**src/rtl/core/sfr_pkg.sv**
```systemverilog
// ----------------------------------------------------------------------------
// sfr_pkg: shared types and constants of the stream find-and-replace block
// Payload structs of both channels, the configuration image and the burst
// descriptor that travels from the front to the back.
// ----------------------------------------------------------------------------
package sfr_pkg;

	localparam int BYTE_W          = 8;
	localparam int REG_W           = 64;
	localparam int LEN_W           = 4;
	localparam int CFG_IDX_W       = 2;
	localparam int DEF_MAX_PATTERN = 8;
	localparam int DEF_MAX_REPLACE = 8;
	localparam int SLOT_MAX        = 8;
	localparam int LIT_W           = 4;
	localparam int TOT_W           = 5;
	localparam int QUEUE_DEPTH     = 4;

	typedef enum logic [CFG_IDX_W-1:0] {
		REG_PATTERN_BYTES  = 2'd0,
		REG_PATTERN_LENGTH = 2'd1,
		REG_REPLACE_BYTES  = 2'd2,
		REG_REPLACE_LENGTH = 2'd3
	} cfg_reg_t;

	typedef struct packed {
		logic [BYTE_W-1:0] in_byte;
		logic              end_of_content;
	} in_item_t;

	typedef struct packed {
		logic [BYTE_W-1:0] out_byte;
		logic              byte_valid;
		logic              burst_last;
		logic              stream_end;
	} out_item_t;

	typedef struct packed {
		logic [REG_W-1:0] pattern_bytes;
		logic [LEN_W-1:0] pattern_length;
		logic [REG_W-1:0] replace_bytes;
		logic [LEN_W-1:0] replace_length;
	} cfg_t;

	typedef struct packed {
		logic [SLOT_MAX-1:0][BYTE_W-1:0] bytes;
		logic [LIT_W-1:0]                lit_count;
		logic [TOT_W-1:0]                total;
		logic                            eoc;
		logic                            marker;
	} burst_t;

endpackage

```
**src/rtl/core/sfr_queue.sv**
```systemverilog
// ----------------------------------------------------------------------------
// sfr_queue: small FIFO between the front and the back
// Register-based, with simultaneous push and pop allowed.
// ----------------------------------------------------------------------------
module sfr_queue #(
	parameter type T     = logic,
	parameter int  DEPTH = sfr_pkg::QUEUE_DEPTH
) (
	input  logic clk,
	input  logic arst_n,
	input  logic push,
	input  T     push_data,
	output logic full,
	input  logic pop,
	output T     pop_data,
	output logic empty
);
	localparam int PW = (DEPTH > 1) ? $clog2(DEPTH) : 1;
	localparam int NW = $clog2(DEPTH + 1);

	T                slot_q [DEPTH];
	logic [PW-1:0]   wr_ptr_q;
	logic [PW-1:0]   rd_ptr_q;
	logic [NW-1:0]   count_q;
	logic            do_push;
	logic            do_pop;

	assign full     = (count_q == NW'(DEPTH));
	assign empty    = (count_q == '0);
	assign do_push  = push && !full;
	assign do_pop   = pop && !empty;
	assign pop_data = slot_q[rd_ptr_q];

	always_ff @(posedge clk or negedge arst_n) begin
		if (!arst_n) begin
			wr_ptr_q <= '0;
			rd_ptr_q <= '0;
			count_q  <= '0;
		end else begin
			if (do_push) begin
				wr_ptr_q <= (wr_ptr_q == PW'(DEPTH - 1)) ? '0 : wr_ptr_q + 1'b1;
			end
			if (do_pop) begin
				rd_ptr_q <= (rd_ptr_q == PW'(DEPTH - 1)) ? '0 : rd_ptr_q + 1'b1;
			end
			if (do_push && !do_pop) begin
				count_q <= count_q + 1'b1;
			end else if (!do_push && do_pop) begin
				count_q <= count_q - 1'b1;
			end
		end
	end

	always_ff @(posedge clk) begin
		if (do_push) begin
			slot_q[wr_ptr_q] <= push_data;
		end
	end

endmodule

```
**config.mk**
```make
export PLATFORM = sky130hd
export DESIGN_NAME = sfr_queue
export DESIGN_NICKNAME = d
export VERILOG_FILES = /design/src/rtl/core/sfr_pkg.sv /design/src/rtl/core/sfr_queue.sv
export SDC_FILE = /design/constraint.sdc
export NUM_CORES = 1
export LEC_CHECK = 0
export BUFFER_PORTS_ARGS = -buffer_cell sky130_fd_sc_hd__buf_2
export CAP_MARGIN = 10
export CORE_AREA = 4 4 41 43
export DETAILED_ROUTE_END_ITERATION = 6
export DIE_AREA = 0 0 45 47
export PLACE_DENSITY = 0.66
export SETUP_SLACK_MARGIN = 0.1
export SLEW_MARGIN = 0
export SYNTH_ARGS = -nofsm -noshare
export SYNTH_HDL_FRONTEND = slang
export SYNTH_SLANG_ARGS = --single-unit
```
**constraint.sdc**
```tcl
create_clock -name clk -period 2.4 [get_ports clk]
set_input_delay 0.24 -clock clk [delete_from_list [all_inputs] [get_ports clk]]
set_output_delay 0.24 -clock clk [all_outputs]
set_load 0.02 [all_outputs]
```
# Word level (Yosys, flattened, before mapping)
# Memory sizes are Yosys's and may differ from the RTL's.
# Cells that the tools add are included.
# op_classes
n_addsub,4
eq_ne,3
muxes,6
n_reduce_logical,10
# op_table
operator,n
3-bit 2-to-1 mux,2
2-bit by 1-bit adder with 2-bit output (second input constant),2
2-bit == test (second input constant),2
1-bit logical AND,4
1-bit zero test,4
2-bit 2-to-1 mux,2
3-bit by 1-bit adder with 3-bit output (second input constant),1
3-bit == test (second input constant),1
3-bit zero test,1
3-bit by 1-bit subtractor with 3-bit output (second input constant),1
1-bit 2-to-1 mux,2
2-bit nonzero test,1
# totals
regBits,7
ramBits,4
input_bits,5
elab_cells,27
mem_count,1
# memory_table
memory,words,word_bits,rd,rd_clocked_by_memory_dff,wr,line_no,rtl
slot_q,4,1,1,0,1,sfr_queue.sv:21,T slot_q [DEPTH];

# Longest topological paths before layout
# Gate-level depths: netlist of the first run.
# logic_depth
depth_word,7
ltp_mapped,9
mapped_depth_nobuf,8

# Worst setup path before layout of the first run
# OpenSTA, ideal clock, no wires.
# synth_timing
path_type,reg-to-reg
from,register count_q[0]
to,register count_q[2]
setup_ps,79
t_arrival_ps,2203
t_required_ps,2321
path_slack_ps,117
stages_incl_launch_ff,9
n_path_buf,0
cell_sequence,dfrtp_1 -> nor3_1 -> nand2b_2 -> ha_1 -> inv_1 -> fa_1 -> xor2_1 -> nor2_1 -> xor2_1
# synth_between
elab_chain_len,6
# synth_rtl
item,line_no,rtl
start: declaration,sfr_queue.sv:24,logic [NW-1:0] count_q;
start signal: assignment,sfr_queue.sv:47,count_q <= count_q + 1'b1;
start signal: assignment,sfr_queue.sv:49,count_q <= count_q - 1'b1;
3-bit zero test (*),sfr_queue.sv:29,assign empty = (count_q == '0);
net empty,sfr_queue.sv:16,output logic empty
1-bit zero test (*),sfr_queue.sv:31,assign do_pop = pop && !empty;
1-bit logical AND (*),sfr_queue.sv:31,
1-bit zero test,sfr_queue.sv:46,if (do_push && !do_pop) begin
1-bit logical AND,sfr_queue.sv:46,
3-bit 2-to-1 mux or 2-bit nonzero test (tied branches),--,
# Mark *: on every way through the listed nets, which the timed path passes. The rest lies on a longest branch. The select of a mux whose other input is x is not followed.
# A chain may end at the register's enable or synchronous reset.

# Worst setup path after layout of the first run
# layout_timing
from,register count_q[0]
to,register count_q[2]
# layout_between
elab_chain_len,6
# layout_rtl
item
"parallel branches: the longest is 6 deep, another holds 3-bit by 1-bit subtractor with 3-bit output"
# Parallel ways; which one is timed is not known. The select of a mux whose other input is x is not followed.

==> metrics, run 1 <==
Slew HR 86.3%; placed insts 64; fin util 52.7%; H-tree lvl count 1; Design Area, Final 686 µm²; Tcrit/Tclk final 84.4%; Site Rows 13; CP Capture Type register; cts bufs inserted 3; Power, Total 856 µW; Hold Path Depth 1; leakage 0.315 nW; Root Buffer clkbuf_4; CP bufs+invs 1; HP Class input port to register; Syn Area/Cell 14.3 µm²; Layout Cells excl Fill 69; skew final 0.000461 ns; Peak VDD IR 0.488 mV; Setup crit start kind register; DR WL/cell 12.9 µm; chip width 45 µm; Max Cap Viol 0; die area 2120 µm²; CP max FO 4; Post-Place Cell Area 649 µm²; share of layout cells above drive strength 1 42.6%; Clk pwr share 14.4%; Die Ht 47 µm; Cell Area, Synth 599 µm²; crit path kind register to register; ant diodes 0; most frequent cells in the layout dfrtp_1 (7), buf_2 (7), ha_1 (6), and2_2 (4), edfxtp_1 (4); internal power 552 µW; post-synthesis instance total 42; area grow syn2layout 14.4%; Post-Syn Nets 54; hold_sp push_data; CP max stage cell dfrtp_1; Yosys Warn Count 0; NetSw 304 µW; part of the power in registers 41.3%; TNS Setup 0 ns; I/O pins 8; R2R cell count 8; CTS clk-pin slew, worst paths 0.06 ns; first-pass GRT wire length 1.55 mm; RR Startpoint count_q[0]$_DFFE_PN0P_; Data required, critical path 2.59 ns; status finished clean; r2r endpoint count_q[2]$_DFFE_PN0P_; # DRC 0; Routed Antenna Nets 0; clk sink count 11; f_max 494 MHz; initial drt markers 6; top cells by area, synth dfrtp_1 (29%), edfxtp_1 (20%), ha_1 (13%), mux2_2 (5.6%), and2_2 (5.0%); vias in the first global route 383; Final setup viols 0; CTS tree yes; worst skew pair latency 0.26 ns; Clock Tree Buf Depth 2; Starting Density 46.1%; CP dominant cell by count xor2_1; Synth Register Bits 11; Hold Vio Cnt, Final 0; core area 1300 µm²; sw frac 35.5%; R2R Setup Slk 0.37 ns; crit-path max cell delay 0.44 ns; RSZ-0062 raised after global routing false; largest net degree at the start of global routing 8; share of the yosys chip area belonging to registers 49.3%; initial antenna violation count 0; Final Critical Period 2.03 ns; post-synthesis cell type count 17; Total GRT Usage 10.9%; Arrival @ worst endpoint 2.21 ns; power per standard cell area 1250 nW/µm²; Hold Path End slot_q[3]$_DFFE_PP_; Gate power share 44.3%; Synth area leader dfrtp_1; critical path, cell by cell nor3_1, nand2b_2, ha_1, inv_1, fa_1, xor2_1, nor2_1, xor2_1; Port Buffers 7; Synth top area share 29.2%; Remaining Overflow, GRT 0; Final Max Tran Viols 0; Slew @ Worst Pin 0.205 ns; CP top delay family adder cells; DR pass1 iterations 3; final WL 889 µm; GPL Wtd Cong 0.720; routed vias/inst 4.91; fin nets 67; Post-DP HPWL 678 µm; Via Count 339
-- synthesized netlist by cell type, drive strengths merged --
master / n
nor2b: 1
xor2: 2
inv: 3
buf: 1
nor2: 3
nor3b: 1
ha: 6
fa: 1
mux4: 1
nor3: 1
mux2: 5
nand2b: 1
edfxtp: 4
dfrtp: 7
and2: 4
xnor2: 1
-- cell families after synthesis --
| kind of cell | synth area share [%] |
|---|---|
| xor+xnor | 4.38 |
| fa+ha+maj | 15.9 |
| buf+inv | 3.76 |
| flops | 49.3 |
| mux | 14.4 |
| simple gates | 12.3 |
-- power groups by stage --
| stage | combinational, mW | clock (mW) | sequential (mW) |
|---|---|---|---|
| 6_report | 0.379 | 0.123 | 0.354 |
| 5_1_grt | 0.419 | 0.133 | 0.369 |
| 4_1_cts | 0.386 | 0.128 | 0.355 |
| 3_5_place_dp | 0.382 | 0 | 0.357 |
| 3_3_place_gp | 0.354 | 0 | 0.349 |
| 2_1_floorplan | 0.309 | 0 | 0.340 |
-- worst max path at each step --
stage                           startpoint                      to  cells past startpoint
floorplan           count_q[0]$_DFFE_PN0P_  count_q[2]$_DFFE_PN0P_                      8
global placement    count_q[0]$_DFFE_PN0P_  count_q[2]$_DFFE_PN0P_                      8
detailed placement  count_q[0]$_DFFE_PN0P_  count_q[2]$_DFFE_PN0P_                      8
CTS                 count_q[0]$_DFFE_PN0P_  count_q[2]$_DFFE_PN0P_                      8
global route        count_q[0]$_DFFE_PN0P_  count_q[2]$_DFFE_PN0P_                      8
finish              count_q[0]$_DFFE_PN0P_  count_q[2]$_DFFE_PN0P_                      8
-- routing by layer --
metal	routed length, µm	global-route usage, %	vias up
li1	-	-	165
met1	378	9.90	165
met3	39	3.45	2
met5	0	0	-
met2	460	20.6	7
met4	10	7.02	0
-- layout make-up --
class,instances,area [µm²]
clock buffers,4,26.3
repair buffers,9,52.6
inverters,3,11.3
multi-input cells,27,282
flip-flops and latches,11,295
well taps,15,18.8
fillers,107,616
-- flip-flops by register name (all words and copies together) (netlist names) --
register / flops
count_q: 3
rd_ptr_q: 2
slot_q: 4
wr_ptr_q: 2
-- stage by stage --
step / hold slack (ns) / setup WS (ns)
3_5_place_dp: 0.0859 / 0.415
2_1_floorplan: -0.0556 / 0.117
3_3_place_gp: 0.0798 / 0.498
4_1_cts: 0.185 / 0.373
6_report: 0.191 / 0.374
5_1_grt: 0.192 / 0.198
-- timing repair --
action	in CTS	in global routing
endpoints found under the hold margin	7	0
gates resized for setup	0	0
hold buffers	1	0
endpoints found under the setup margin	0	0
setup buffers	0	0
Power figures use the tool's default switching activity.
==> inputs of run 2 (changes only) <==
Settings changed: ABC_AREA from default to 1, CORE_AREA 4 4 41 43 to default, CORE_MARGIN from default to 4, CORE_UTILIZATION from default to 48, DIE_AREA 0 0 45 47 to default, PLACE_DENSITY 0.66 to 0.72.
Clock period 2.4 ns to 1.7 ns, I/O delays scaled along.
==> run 2 against run 1 <==
  * Final cell count grew 57%
  * Synthesized area grew 6.5%
  * Largest power group unchanged
  * Count of clock-buffer cells in the layout is the same
==> metrics, run 2 <==
DR WL/cell 10.1 µm (-22%); die area 1980 µm² (-6.5%); Starting Density 54.5% (+8.4 points); area grow syn2layout 31.2%; GPL Wtd Cong 0.740 (+2.7%); Yosys Warn Count 0 (unchanged); initial drt markers 9 (+3); Cell Area, Synth 638 µm² (+6.5%); most frequent cells in the layout nand2_1 (14), inv_1 (11), buf_4 (10), dfrtp_1 (7), buf_2 (7); Synth top area share 27.5% (-1.8 points); Via Count 488 (+44%); Total GRT Usage 12.3% (+1.4 points); Layout Cells excl Fill 108 (+57%); largest net degree at the start of global routing 8 (unchanged); Post-Syn Nets 84 (+56%); Post-synth EDFFs 4 (unchanged); Synth area leader dfrtp_1; Remaining Overflow, GRT 0 (unchanged); top cells by area, synth dfrtp_1 (27%), edfxtp_1 (19%), ha_1 (12%), inv_1 (10%), nand2_1 (9.4%); Synth Register Bits 11 (unchanged); Final Max Tran Viols 0 (unchanged); fin nets 107 (+60%); hold_sp push_data; Final Critical Period 1.58 ns (-0.441 ns); first-pass GRT wire length 1.75 mm (+12%); CP max FO 3 (-1); vias in the first global route 414 (+8.1%); Post-Place Cell Area 731 µm² (+13%); post-synthesis instance total 72 (+71%); power per standard cell area 1760 nW/µm² (+41%); Arrival @ worst endpoint 1.75 ns (-0.46 ns); clk sink count 11 (unchanged); Slew @ Worst Pin 0.205 ns (+0.000150 ns); skew final 0.00418 ns (+0.00372 ns); # DRC 0 (unchanged); Design Area, Final 837 µm² (+22%); Final WS setup 0.115 ns (-0.259 ns); initial antenna violation count 0 (unchanged); H-tree lvl count 1 (unchanged); core area 1170 µm² (-10%); share of layout cells above drive strength 1 37.2% (-5.4 points); Slew HR 86.3% (about the same); crit path kind register to register; Port Buffers 7 (unchanged); FILL cells 81 (-24%); RSZ-0062 raised after global routing true; chip width 44.5 µm (-1.2%); Async S/R FF share, synth 63.6% (unchanged); critical path, cell by cell inv_2, nand3_2, nand2_2, ha_4, inv_4, fa_2, nand2_2, nand3_2, nand2_1, nand2_1; f_max 631 MHz (+28%); Synth Flop Type dfrtp_1; Root Buffer clkbuf_4; Post-DP HPWL 779 µm (+15%); status finished clean; Peak VDD IR 1.02 mV (+110%); placed insts 97 (+52%); Setup crit start kind register; Die Ht 44.5 µm (-5.4%); Largest register FFs 4 (unchanged); post-synthesis cell type count 17 (unchanged); Clock Tree Buf Depth 2 (unchanged); routed vias/inst 4.52 (-8.0%); ant diodes 0 (unchanged); cts bufs inserted 3 (unchanged); final WL 1.09 mm (+22%); Hold Vio Cnt, Final 0 (unchanged); CP Capture Type register; synth cell count leaders inv_1 (17), nand2_1 (16), dfrtp_1 (7), ha_1 (6), nor2_1 (6); I/O pins 8 (unchanged); Syn Area/Cell 8.86 µm² (-38%); TNS Setup 0 ns (unchanged); share of the yosys chip area belonging to registers 46.3% (-3.0 points); pre-CTS setup slack 0.0279 ns (-0.387 ns); CP max stage cell dfrtp_1; Max Cap Viol 0 (unchanged); Largest regs slot_q x4, count_q x3; Top reg by flops slot_q; HP Class input port to register; crit-path max cell delay 0.40 ns (-0.04 ns); top-count cell post-synth inv_1; CTS tree yes; most common cell after layout, fill and taps aside nand2_1; worst skew pair latency 0.27 ns (about the same); Final setup viols 0 (unchanged); DR pass1 iterations 4 (+1); R2R Setup Slk 0.12 ns (-0.26 ns); Routed Antenna Nets 0 (unchanged); launch point of the worst path count_q[1]$_DFFE_PN0P_; CTS clk-pin slew, worst paths 0.07 ns (about the same); Power, Total 1.47 mW (+72%); Site Rows 12 (-1); leakage 0.443 nW (+40%); Tcrit/Tclk final 93.2% (+8.8 points); Data required, critical path 1.86 ns (-0.73 ns); RR Startpoint count_q[1]$_DFFE_PN0P_
-- run 2: cell types whose count changed in the layout (fill, tap and decap cells not counted), moves of 2 or more --
cell,before,now
mux2_4,2,0
inv_1,3,11
nand3_2,0,2
nand2_2,0,3
mux2_2,3,0
and2_2,4,0
nand2_1,0,14
xor2_1,2,0
nand3_1,0,4
buf_4,1,10
inv_2,0,5
nor2_1,3,6
-- run 2: routing by layer --
metal / part of all wire [%] / routed length [µm] / vias to the layer above / GRT usage [%]
li1: - / - / 269 / -
met3: 6.0 / 65 / 0 / 4.88
met5: 0 / 0 / - / 0
met4: 0 / 0 / 0 / 3.61
met1: 46 / 498 / 210 / 15.8
met2: 48 / 524 / 9 / 18.9
-- run 2: stage by stage --
stage	utilization (%)	hold slack [ns]
2_1_floorplan	-	-0.126
3_3_place_gp	62.4	0.0131
3_5_place_dp	62.4	0.0160
4_1_cts	68.9	0.103
5_1_grt	71.5	0.104
6_report	71.5	0.110
-- run 2: final timing paths --
kind | cells after the start | end
hold reg to reg | 2 | wr_ptr_q[1]$_DFFE_PN0P_
hold / removal | 1 | slot_q[3]$_DFFE_PP_
min in group asynchronous | 2 | count_q[0]$_DFFE_PN0P_
max in group asynchronous | 2 | rd_ptr_q[0]$_DFFE_PN0P_
setup / recovery | 10 | count_q[2]$_DFFE_PN0P_
setup reg to reg | 10 | count_q[2]$_DFFE_PN0P_
-- run 2: logic make-up (layout without fill, tap and decap cells) --
kind of cell	Yosys count	after routing	synth area share, %
AND/OR/NAND/NOR	33	33	24.7
buffers and inverters	17	39	10.0
flip-flops	11	11	46.3
adder cells (fa/ha/maj)	7	7	14.9
AO/OA/AOI/OAI	3	3	2.74
XOR/XNOR	1	1	1.37
-- run 2: what timing repair did --
action	4_1_cts	5_1_grt
setup endpoints to repair	2	2
hold buffers	1	0
resized for setup	6	3
hold endpoints to repair	7	0
buffers inserted	3	3
pin swaps	4	10
-- run 2: cell type report --
| type | instances | area, µm² | area share (%) |
|---|---|---|---|
| Multi-Input combinational cell | 44 | 312 | 37.2 |
| Clock buffer | 4 | 26.3 | 3.14 |
| Sequential cell | 11 | 295 | 35.3 |
| Tap cell | 14 | 17.5 | 2.09 |
| Timing Repair Buffer | 18 | 120 | 14.3 |
| Inverter | 17 | 66.3 | 7.92 |
-- run 2: where the power goes --
| part | switching [mW] | total [mW] | internal (mW) |
|---|---|---|---|
| clock | 0.0864 | 0.177 | 0.0909 |
| combinational | 0.438 | 0.817 | 0.378 |
| sequential | 0.0964 | 0.480 | 0.383 |
-- run 2: worst max-delay path, delay by kind of cell, from the launching register on --
kind	cells	cell delay, ns
DFF	1	0.40
buffers and inverters	2	0.14
and+or+nand+nor	6	0.45
adders and majority gates	2	0.50
==> inputs of run 3 (changes only) <==
Settings changed: CELL_PAD_IN_SITES_DETAIL_PLACEMENT from default to 0, CELL_PAD_IN_SITES_GLOBAL_PLACEMENT from default to 1, CORE_UTILIZATION 48 to 37.
==> run 3 against run 2 <==
  * Sequential share of layout area down 1.5 points
  * Worst setup slack got worse by 0.0023 ns
  * Fmax shrank 0.14%
  * Count of clock-buffer cells in the layout stayed put
  * Wire length shrank 2.0%
  * Global-route usage is 2.2 points lower
  * Critical path depth unchanged
  * Combinational power grew 9.7%
  * Die area up 24%
  * Sequential cell count is the same
  * Hold slack improved by 0.016 ns
  * Cell area up 4.5%
  * Critical endpoint unchanged
  * Largest power group unchanged
==> metrics, run 3 (same netlist as run 2, synthesis figures left out) <==
status finished clean; Clock Tree Buf Depth 2 (unchanged); Tcrit/Tclk final 93.4% (+0.13 points); CP max FO 3 (unchanged); Gate power share 58.3% (+2.9 points); largest net degree at the start of global routing 8 (unchanged); most frequent cells in the layout nand2_1 (14), buf_4 (13), inv_1 (11), dfrtp_1 (7), buf_2 (7); Setup crit start kind register; Die Ht 49.5 µm (+11%); Port Buffers 7 (unchanged); GPL Wtd Cong 0.638 (-14%); CP dominant cell by count nand2_1; DR WL/cell 9.43 µm (-6.4%); Peak VDD IR 0.796 mV (-22%); Final setup viols 0 (unchanged); Arrival @ worst endpoint 1.74 ns (about the same); Via Count 494 (+1.2%); Hold Vio Cnt, Final 0 (unchanged); initial antenna violation count 0 (unchanged); Design Area, Final 875 µm² (+4.5%); CP bufs+invs 2 (unchanged); fin util 56.1% (-15 points); fin nets 110 (+2.8%); most common cell after layout, fill and taps aside nand2_1; Largest register FFs 4 (unchanged); core area 1560 µm² (+33%); Slew HR 87.2% (+0.86 points); DR pass1 iterations 3 (-1); routed vias/inst 4.37 (-3.2%); worst skew pair latency 0.26 ns (about the same); I/O pins 8 (unchanged); cts bufs inserted 3 (unchanged); CTS clk-pin slew, worst paths 0.07 ns (about the same); Remaining Overflow, GRT 0 (unchanged); Max Cap Viol 0 (unchanged); H-tree lvl count 1 (unchanged); Starting Density 40.9% (-14 points); CP Capture Type register; NetSw 634 µW (+2.1%); part of the power in registers 30.9% (-1.6 points); power per standard cell area 1760 nW/µm² (about the same); f_max 630 MHz (-0.14%); first-pass GRT wire length 1.93 mm (+10%); critical path, cell by cell inv_2, nand3_4, nand2_4, ha_4, inv_4, fa_2, nand2_2, nand3_2, nand2_1, nand2_1; crit-path max cell delay 0.42 ns (+0.02 ns); Root Buffer clkbuf_4; CTS tree yes; Final Max Tran Viols 0 (unchanged); TNS Setup 0 ns (unchanged); skew final 0.00500 ns (+0.000817 ns); area grow syn2layout 37.1%; Top reg by flops slot_q; Site Rows 14 (+2); initial drt markers 6 (-3); chip width 49.5 µm (+11%); vias in the first global route 502 (+21%); Final Critical Period 1.59 ns (+0.00226 ns); CP top delay family adder cells; Data required, critical path 1.85 ns (about the same); RR Startpoint count_q[2]$_DFFE_PN0P_; # DRC 0 (unchanged); ant diodes 0 (unchanged); hold_sp push_data; Total GRT Usage 10.1% (-2.2 points); sw frac 41.2% (-0.95 points); Post-Place Cell Area 733 µm² (+0.34%); launch point of the worst path count_q[2]$_DFFE_PN0P_; RSZ-0062 raised after global routing true; crit path kind register to register; Clk pwr share 10.9% (-1.1 points); clk sink count 11 (unchanged); Largest regs slot_q x4, count_q x3; die area 2450 µm² (+24%); HP Class input port to register; leakage 0.460 nW (+3.8%); Slew @ Worst Pin 0.192 ns (-0.0129 ns); share of layout cells above drive strength 1 39.2% (+1.9 points); Post-DP HPWL 786 µm (+0.95%); Routed Antenna Nets 0 (unchanged); CP max stage cell dfrtp_1; final WL 1.07 mm (-2.0%); internal power 905 µW (+6.1%)
run 3: cell type report:
cell class / instances / area (µm²)
fill: 152 / 684
inverter: 17 / 66.3
tap: 16 / 20.0
multi-input combinational: 44 / 324
timing repair buffer: 21 / 143
sequential: 11 / 295
clock buffer: 4 / 26.3
run 3: worst register-to-register path, delay by kind of cell (launching register included):
kind / cells / cell delay [ns]
buffers and inverters: 2 / 0.14
DFF: 1 / 0.42
and+or+nand+nor: 6 / 0.39
adders and majority gates: 2 / 0.52
run 3: metrics by stage:
stage,cells,setup WS (ns),total power [mW],hold WS (ns)
floorplan,72,0.0620,0.963,-0.126
global placement,99,0.00718,1.14,0.0124
detailed placement,99,0.00102,1.16,0.0128
CTS,109,0.0984,1.44,0.121
global route,113,0.00216,1.70,0.108
finish,113,0.113,1.54,0.126
run 3: power groups by stage:
stage	sequential, mW	clock, mW	combinational [mW]
2_1_floorplan	0.474	0	0.488
3_3_place_gp	0.481	0	0.663
3_5_place_dp	0.482	0	0.679
4_1_cts	0.478	0.174	0.791
5_1_grt	0.496	0.196	1.01
6_report	0.475	0.168	0.896
run 3: final timing paths:
path / endpoint / slack, ns / cells after the start
setup / recovery: count_q[2]$_DFFE_PN0P_ / 0.11 / 10
hold / removal: slot_q[1]$_DFFE_PP_ / 0.13 / 1
setup reg to reg: count_q[2]$_DFFE_PN0P_ / 0.11 / 10
hold reg to reg: rd_ptr_q[1]$_DFFE_PN0P_ / 0.52 / 2
max in group asynchronous: wr_ptr_q[1]$_DFFE_PN0P_ / 1.26 / 2
min in group asynchronous: count_q[2]$_DFFE_PN0P_ / 0.27 / 2
run 3: per-layer routing:
| layer | global-route usage [%] | vias to the layer above | part of all wire [%] |
|---|---|---|---|
| met4 | 4.15 | 0 | 0.66 |
| met1 | 11.5 | 215 | 46 |
| li1 | - | 270 | - |
| met3 | 1.81 | 2 | 4.1 |
| met2 | 18.5 | 7 | 49 |
| met5 | 0 | - | 0 |
run 3: timing repair:
item / CTS / global route
buffers inserted: 5 / 4
hold buffers: 1 / 0
setup endpoints to repair: 2 / 2
gates resized for setup: 6 / 6
pin swaps: 6 / 10
hold endpoints to repair: 7 / 0
